## config.mk

```make
export PLATFORM = sky130hd
export DESIGN_NAME = sliding_window_median_filter_unit
export DESIGN_NICKNAME = d
export VERILOG_FILES = /design/src/smf_pkg.sv /design/src/smf_cell.sv /design/src/sliding_window_median_filter_unit.sv
export SDC_FILE = /design/constraint.sdc
export NUM_CORES = 1
export LEC_CHECK = 0
export BUFFER_PORTS_ARGS = -buffer_cell sky130_fd_sc_hd__buf_2
export CELL_PAD_IN_SITES_DETAIL_PLACEMENT = 0
export CELL_PAD_IN_SITES_GLOBAL_PLACEMENT = 1
export CORE_MARGIN = 2
export CORE_UTILIZATION = 52
export CTS_CLUSTER_DIAMETER = 120
export CTS_CLUSTER_SIZE = 14
export DETAILED_ROUTE_END_ITERATION = 8
export GPL_ROUTABILITY_DRIVEN = 0
export PLACE_DENSITY_LB_ADDON = 0.1
export SYNTH_ARGS = -nofsm -noshare
export SYNTH_HDL_FRONTEND = slang
export SYNTH_SLANG_ARGS = --single-unit
```

## constraint.sdc

```tcl
create_clock -name clock -period 11.55 [get_ports clock]
set_clock_uncertainty 0.1 [all_clocks]
set_input_delay 1.155 -clock clock [delete_from_list [all_inputs] [get_ports clock]]
set_output_delay 1.155 -clock clock [all_outputs]
set_load 0.01 [all_outputs]
```

## src/smf_pkg.sv

```systemverilog
// Shared widths and cell types for the sliding-window median filter.
`default_nettype none
package smf_pkg;

   localparam int WINDOW_SIZE = 8;
   localparam int SAMPLE_W    = 16;
   localparam int POS_W       = (WINDOW_SIZE > 1) ? $clog2(WINDOW_SIZE) : 1;
   localparam int CNT_W       = $clog2(WINDOW_SIZE + 1);

   // One sorted slot: the sample and the ring position it was written at.
   typedef struct packed {
      logic                valid;
      logic [SAMPLE_W-1:0] value;
      logic [POS_W-1:0]    tag;
   } smf_entry_type;

   // Handed from cell i to cell i+1 each cycle.
   typedef struct packed {
      logic          gone;   // the evicted entry sits at or below this cell
      smf_entry_type post;   // this cell's content after eviction
   } smf_link_type;

endpackage
`default_nettype wire

```

## src/smf_cell.sv

```systemverilog
// One slot of the sorted chain: evicts the oldest sample and inserts the new one.
`default_nettype none
module smf_cell
   import smf_pkg::*;
(
   input  wire logic                clock,
   input  wire logic                reset,
   input  wire logic                load,
   input  wire logic                full,
   input  wire logic [POS_W-1:0]    wpos,
   input  wire logic [SAMPLE_W-1:0] sample,
   input  wire smf_link_type        lower_in,
   input  wire smf_entry_type       up_entry,
   output smf_link_type             link_out,
   output smf_entry_type            entry_out
);

   smf_entry_type entry_ff;
   smf_entry_type entry_in;
   smf_entry_type post;
   logic          del;
   logic          gone;
   logic          gt_self;
   logic          lower_le;

   always_comb begin
      del      = full & entry_ff.valid & (entry_ff.tag == wpos);
      gone     = lower_in.gone | del;
      // once the evicted slot is at or below us, everything above moves down one
      post     = gone ? up_entry : entry_ff;
      gt_self  = !post.valid || (post.value > sample);
      lower_le = lower_in.post.valid && (lower_in.post.value <= sample);
      if (!gt_self) begin
         entry_in = post;
      end else if (lower_le) begin
         entry_in.valid = 1'b1;
         entry_in.value = sample;
         entry_in.tag   = wpos;
      end else begin
         entry_in = lower_in.post;
      end
   end

   always_ff @(posedge clock) begin
      if (reset) begin
         entry_ff.valid <= 1'b0;
      end else if (load) begin
         entry_ff <= entry_in;
      end
   end

   assign link_out.gone = gone;
   assign link_out.post = post;
   assign entry_out     = entry_ff;

endmodule
`default_nettype wire

```

## src/sliding_window_median_filter_unit.sv

```systemverilog
// Top level: sorted cell chain, ring position, fill count and result register.
//
//   channel   direction   handshake             payload
//   req       in          req_valid/req_stall   req_sample[15:0]
//   rsp       out         rsp_valid/rsp_stall   rsp_median[15:0]
//
// One item per clock sustained while rsp_stall stays low. An accepted item
// updates the whole cell chain at its accepting edge; its median is picked from
// the chain once the result register is free and held there, raising rsp_valid.
// Reset empties the chain (valid bits only) and zeroes position and count.
// A stalled result holds; a second item then waits in the chain and req_stall
// rises until the result register frees up.
`default_nettype none
module sliding_window_median_filter_unit
   import smf_pkg::*;
(
   input  wire logic                clock,
   input  wire logic                reset,
   input  wire logic                req_valid,
   output logic                     req_stall,
   input  wire logic [SAMPLE_W-1:0] req_sample,
   output logic                     rsp_valid,
   input  wire logic                rsp_stall,
   output logic [SAMPLE_W-1:0]      rsp_median
);

   logic [CNT_W-1:0]    count_ff, count_in;
   logic [POS_W-1:0]    wpos_ff, wpos_in;
   logic [POS_W-1:0]    med_idx_ff, med_idx_in;
   logic                pend_ff;
   logic                rsp_valid_ff;
   logic [SAMPLE_W-1:0] rsp_median_ff;
   logic                full;
   logic                accept;
   logic                load_out;

   smf_entry_type ent [WINDOW_SIZE];
   smf_link_type  links [WINDOW_SIZE+1];

   assign full     = (count_ff == CNT_W'(WINDOW_SIZE));
   assign load_out = pend_ff & (!rsp_valid_ff | !rsp_stall);
   assign req_stall = pend_ff & !load_out;
   assign accept   = req_valid & !req_stall;

   always_comb begin
      count_in = full ? count_ff : count_ff + CNT_W'(1);
      wpos_in  = (wpos_ff == POS_W'(WINDOW_SIZE - 1)) ? '0 : wpos_ff + POS_W'(1);
      // rank count/2 of the count after this item
      med_idx_in = POS_W'(count_in >> 1);
   end

   // below cell 0 sits an always-valid zero, which never exceeds a sample
   assign links[0].gone       = 1'b0;
   assign links[0].post.valid = 1'b1;
   assign links[0].post.value = '0;
   assign links[0].post.tag   = '0;

   for (genvar i = 0; i < WINDOW_SIZE; i++) begin : g_cell
      smf_entry_type up;
      if (i == WINDOW_SIZE - 1) begin : g_top
         assign up = '0;
      end else begin : g_mid
         assign up = ent[i+1];
      end
      smf_cell u_cell (
         .clock     (clock),
         .reset     (reset),
         .load      (accept),
         .full      (full),
         .wpos      (wpos_ff),
         .sample    (req_sample),
         .lower_in  (links[i]),
         .up_entry  (up),
         .link_out  (links[i+1]),
         .entry_out (ent[i])
      );
   end

   always_ff @(posedge clock) begin
      if (reset) begin
         count_ff     <= '0;
         wpos_ff      <= '0;
         pend_ff      <= 1'b0;
         rsp_valid_ff <= 1'b0;
      end else begin
         if (accept) begin
            count_ff <= count_in;
            wpos_ff  <= wpos_in;
         end
         pend_ff <= accept | (pend_ff & !load_out);
         if (load_out) begin
            rsp_valid_ff <= 1'b1;
         end else if (!rsp_stall) begin
            rsp_valid_ff <= 1'b0;
         end
      end
   end

   always_ff @(posedge clock) begin
      if (accept) begin
         med_idx_ff <= med_idx_in;
      end
      if (load_out) begin
         rsp_median_ff <= ent[med_idx_ff].value;
      end
   end

   assign rsp_valid  = rsp_valid_ff;
   assign rsp_median = rsp_median_ff;

endmodule
`default_nettype wire

```

[Yosys cells after proc, flatten, opt, wreduce, memory -nomap -nowiden]
Cells that the tools add are included.
Cells by class
  add/sub/neg operators: 2
  mux-type cells: 31
  bitwise gates (word level): 31
  $lt $le $gt $ge: 17
  equality and inequality tests: 11
  reduce and logical (&&, ||, !) cells: 31
Operators by type and width (number)
  $mux 20: 23
  $gt 16x16->1: 8
  $le 16x16->1: 7
  $bmux 20 s3: 1
  $mux 19: 3
  $eq 3x3->1: 8
  $and 1x1->1: 19
  $le 1x16->1 const A: 1
  $logic_not 1->1: 12
  $or 1x1->1: 9
  $logic_or 1x1->1: 8
  $logic_and 1x1->1: 7
  $add 4x1->4 const B: 1
  $eq 4x4->1 const B: 1
  $ge 4x4->1 const B: 1
  $mux 4: 1
  $not 3->4: 1
  $reduce_and 2->1: 2
  $add 3x1->3 const B: 1
  $eq 3x3->1 const B: 1
  $mux 3: 1
  $reduce_and 3->1: 1
  $mux 1: 2
  $ne 2x1->1 const B: 1
  other kinds (2): 3
Word-level totals
  flip-flop bits (word level): 188
  output and inout bits: 18
  input port bits: 20
  logic and storage cells: 154

[Longest topological paths before layout]
  depth in word-level cells: 15
  depth in mapped cells: 19
  mapped depth without buffers: 15

[Modules after synthesis]
A second synthesis with hierarchy kept.
Second synthesis, totals
  cell total of the unflattened synthesis: 2122
  area total of the unflattened synthesis: 19945.4 µm²
Modules (own cells, without submodules)
  smf_cell (g_cell[0].u_cell ...): area each 2223.4 µm², sequential area each 590.6 µm², times used 7, cells each 249
  smf_cell (g_cell[7].u_cell): area each 2279.7 µm², sequential area each 590.6 µm², times used 1, cells each 247
  sliding_window_median_filter_unit: area each 2102.0 µm², sequential area each 750.7 µm², times used 1, cells each 132

[Least setup slack after synthesis]
Ideal clock, no wire load.
  path type: input to register
  start point: input port rsp_stall
  end point: register g_cell[0].u_cell.entry_ff, in the netlist g_cell[0].u_cell.entry_out[0] (enable)
  data arrival time: 7.828 ns
  setup time: 0.660 ns
  required time: 10.790 ns
  buffers on the path: 1
  stages on the path: 4
  slack: 2.961 ns
  path through: nand3_1 > nand2_1 > clkbuf_1 > nor2_1
Between the ends
  longest elaborated chain between the ends: 8
RTL lines
  start: declaration: RTL line sliding_window_median_filter_unit.sv:23  | input wire logic rsp_stall,
  $logic_not 1->1
  $or 1x1->1: RTL line sliding_window_median_filter_unit.sv:41  | assign load_out = pend_ff & (!rsp_valid_ff | !rsp_stall);
  $and 1x1->1: RTL line sliding_window_median_filter_unit.sv:41
  $logic_not 1->1: RTL line sliding_window_median_filter_unit.sv:42  | assign req_stall = pend_ff & !load_out;
  $and 1x1->1: RTL line sliding_window_median_filter_unit.sv:42
  $logic_not 1->1: RTL line sliding_window_median_filter_unit.sv:43  | assign accept = req_valid & !req_stall;
  $and 1x1->1: RTL line sliding_window_median_filter_unit.sv:43
  $reduce_and 2->1 (no source line)
  end signal: assignment: RTL line smf_cell.sv:48  | entry_ff <= entry_in;
  end: declaration: RTL line smf_cell.sv:18  | smf_entry_type entry_ff;
No other way between the ends.
A chain may end at the register's enable or synchronous reset.

[Worst setup path after layout]
  start point: register wpos_ff[0]
  end point: register g_cell[7].u_cell.entry_ff, in the netlist g_cell[7].u_cell.entry_out[0] (enable)
Between the ends
  longest elaborated chain between the ends: 14
  elaborated cells on any way between the ends: 29
  classes of those cells: order compare (1); eq/ne (8); mux (1); bitwise (15); reduce/logical (4)
RTL lines
  start: declaration: RTL line sliding_window_median_filter_unit.sv:28  | logic [POS_W-1:0] wpos_ff, wpos_in;
  start signal: assignment: RTL line sliding_window_median_filter_unit.sv:88  | wpos_ff <= wpos_in;
  $eq 3x3->1: RTL line smf_cell.sv:27  | del = full & entry_ff.valid & (entry_ff.tag == wpos);
  $and 1x1->1: RTL line smf_cell.sv:27
  $or 1x1->1 (6 in series): RTL line smf_cell.sv:28  | gone = lower_in.gone | del;
  $or 1x1->1 (*): RTL line smf_cell.sv:28
  $mux 20: RTL line smf_cell.sv:30  | post = gone ? up_entry : entry_ff;
  $gt 16x16->1 or $logic_not 1->1 (tied branches): RTL line smf_cell.sv:31  | gt_self = !post.valid || (post.value > sample);
  $logic_or 1x1->1: RTL line smf_cell.sv:31
  $reduce_bool 2->1 (no source line) (*)
  $reduce_and 3->1 (no source line) (*)
  end signal: assignment: RTL line smf_cell.sv:48
  end: declaration: RTL line smf_cell.sv:18
Mark *: on every way between the ends. The rest lies on a longest branch, timed or not. The select of a mux whose other input is x is not followed.

==> out/metrics.cfg <==
[clock_network]
cts_tree=done
cts_buffers=17
clk-insertion-delay-late_ps=460
ctsResizeCount=0
clkTransAtPathRegs_ps=80
clock_sinks=188
clockBufferDepth=2
root_buffer=clkbuf_16
cts_setup_buffers=0
cts_hold_buffers=0
htree_levels=4

[layout]
nets=1654
syn2layout_area_growth_pct=6.24
final_common_cell=edfxtp_1
layout_common_cells=171 x edfxtp_1, 160 x mux2_2, 138 x a21oi_1
regArea_um2=5480
diodes=0
drive_above_1_share_pct=20.7
filler_cell_count=2676
multi_input_comb_area_um2=9560

[grt]
grt_busiest_layer=met2
grt_pass1_wl_um=77200
overflow=0
grt_pass1_vias=12400
grt_max_degree=150
met2_usage_pct=51.7
grt_antenna_before_repair=1
track_usage_pct=33.0
use_met1_pct=45.5
use_met3_pct=7.28

[flow_run]
cap_violations=0

[yosys]
syn_inst=1539
synthesis.area_um2=15700
ys_types=70
synth_ff_type=edfxtp_1
synth_seq_cells=188
synthArstFlopShare_pct=0
yosysSeqAreaShare_pct=34.9
synth_edf_count=171
syn_avg_cell_area_um2=10.2
ys_warn_count=0
syn_nets=1691

[place]
io_buffers=37
hpwl_um=35200

[routing]
drt-total-wl_um=50900
wire_per_inst_um=26.7
viasPerCell=6.68
ant_nets=0
drcViolationCount=0
firstDrtPassIters=6
drt_iter0_markers=1271
vias=12700

[sta]
setup_violations=0
drv_slew=0
hold_violations=0
maxSlewHeadroom_pct=6.03
min_period_over_period_pct=56.3
rsz0062_at_grt=false
fmax_mhz=154
period_minus_slack_ps=6500
hold_slack_ps=395
tightest_slew_ps=1410
setup_tns_ps=0

[floorplan]
coreArea_um2=29600
ios=38
initial_core_util_pct=52.9
die_h_um=178
die_area_um2=31600
fp.dieW_um=178
rows=63

[power_and_ir_drop]
p_per_area_nw_per_um2=121
ir_worst_vdd_mv=0.119
p_leak_nw=6.61

[setup_path]
crit_path_max_incr_delay_ps=860
timing.critical_path.buf_inv=2
critPathRequiredTime_ps=11610
path_class=register to register
critPathSlowestCell=and2_1
cp-startpoint=wpos_ff[0]
end_kind=register
crit_fanout=20
cpLargestDelayFamily=compound AO/OA/AOI/OAI gates
r2r_start=wpos_ff[0]
critPathArrivalTime_ps=6560
cp-start-kind=register
cp_cell_sequence=xor2_1 > nor4_1 > a41o_1 > a211o_1 > a21oi_1 > buf_4 > and2_1 > ha_1 > a21o_1 > a21o_1 > a221oi_1 > o21ai_0 > a21oi_1 > buf_4 > and2_1 > nor3_1

[run_status]
status=complete, no violations

[worst_hold_path]
hold_path_startpoint=pend_ff
min-delay-path-class=register to register

==> worst reg2reg max path, stage by stage, from the launching register on <==
cell,delay (ps)
dfxtp_1,840
xor2_1,160
nor4_1,790
a41o_1,260
a211o_1,390
a21oi_1,80
buf_4,200
and2_1,180
ha_1,290
a21o_1,180
a21o_1,190
a221oi_1,300
o21ai_0,130
a21oi_1,670
buf_4,340
and2_1,860
nor3_1,240
==> registers in the layout (all words and copies together), names as in the netlist <==
| name | cells |
|---|---|
| rsp_valid | 1 |
| g_cell.u_cell.entry_out | 160 |
| wpos_ff | 3 |
| med_idx_ff | 3 |
| pend_ff | 1 |
| rsp_median | 16 |
| count_ff | 4 |
==> cell families (layout without fill, tap and decap cells) <==
family	Yosys count	in the layout	share of synthesized area [%]
buf+inv	160	136	4.68
fa+ha+maj	132	132	10.5
simple gates	407	407	12.3
compound gates	337	337	13.7
flops	188	188	34.9
xor+xnor	25	25	1.40
mux	290	290	22.5
==> power by group <==
part / leakage [nW] / internal, mW / switching (mW)
Clock: 0.286 / 0.323 / 0.294
Sequential: 1.75 / 0.816 / 0.0440
Combinational: 4.57 / 0.213 / 0.322
Total: 6.61 / 1.35 / 0.659
==> per-stage QoR <==
stage                     total power [mW]  worst slack (ps)  instance area, µm²  util [%]  std cells
after floorplan                       1.24              2960               15700         -       1539
after global placement                1.39              5330               16100      54.2       1873
after detailed placement              1.40              5130               16100      54.2       1873
after CTS                             2.01              5090               16700      56.2       1905
after global routing                  2.09              4740               16700      56.2       1905
final                                 2.01              5050               16700      56.2       1905
==> synthesized netlist by cell type, drive strengths merged, types with 7 or more instances <==
master,n,area (µm²)
o31ai,56,420
ha,132,1650
nand3,57,285
clkbuf,58,221
a21oi,142,726
inv,41,154
nand2,124,468
mux4,32,721
a211oi,13,108
o21ai,47,235
and2,19,119
xor2,11,96.3
mux2i,96,973
nor3,64,325
nand4,30,188
nor4,7,43.8
nor2,81,309
dfxtp,17,340
buf,61,359
mux2,162,1830
edfxtp,171,5130
o21a,9,67.6
a21o,29,218
xnor2,14,123
==> final timing paths <==
path                                   end  slack, ps  depth (start not counted)
max          g_cell[7].u_cell.entry_out[0]       5050                         16
min                              rsp_valid        400                          2
max reg2reg  g_cell[7].u_cell.entry_out[0]       5050                         16
min reg2reg                      rsp_valid        400                          2
==> final cells by class <==
class / count / area share, %
Sequential cell: 188 / 32.9
Timing Repair Buffer: 63 / 2.36
Multi-Input combinational cell: 1191 / 57.4
Tap cell: 390 / 2.93
Clock buffer: 17 / 2.55
Inverter: 41 / 0.924
Clock inverter: 15 / 0.961
==> routing by layer <==
layer / share of wire (%) / up-vias / routed length [µm]
met4: 2.8 / 0 / 1420
met3: 8.8 / 87 / 4460
li1: - / 5799 / -
met2: 46 / 582 / 23200
met1: 43 / 6260 / 21800
met5: 0 / - / 0
Note: power is estimated with default switching activity, not from simulation.
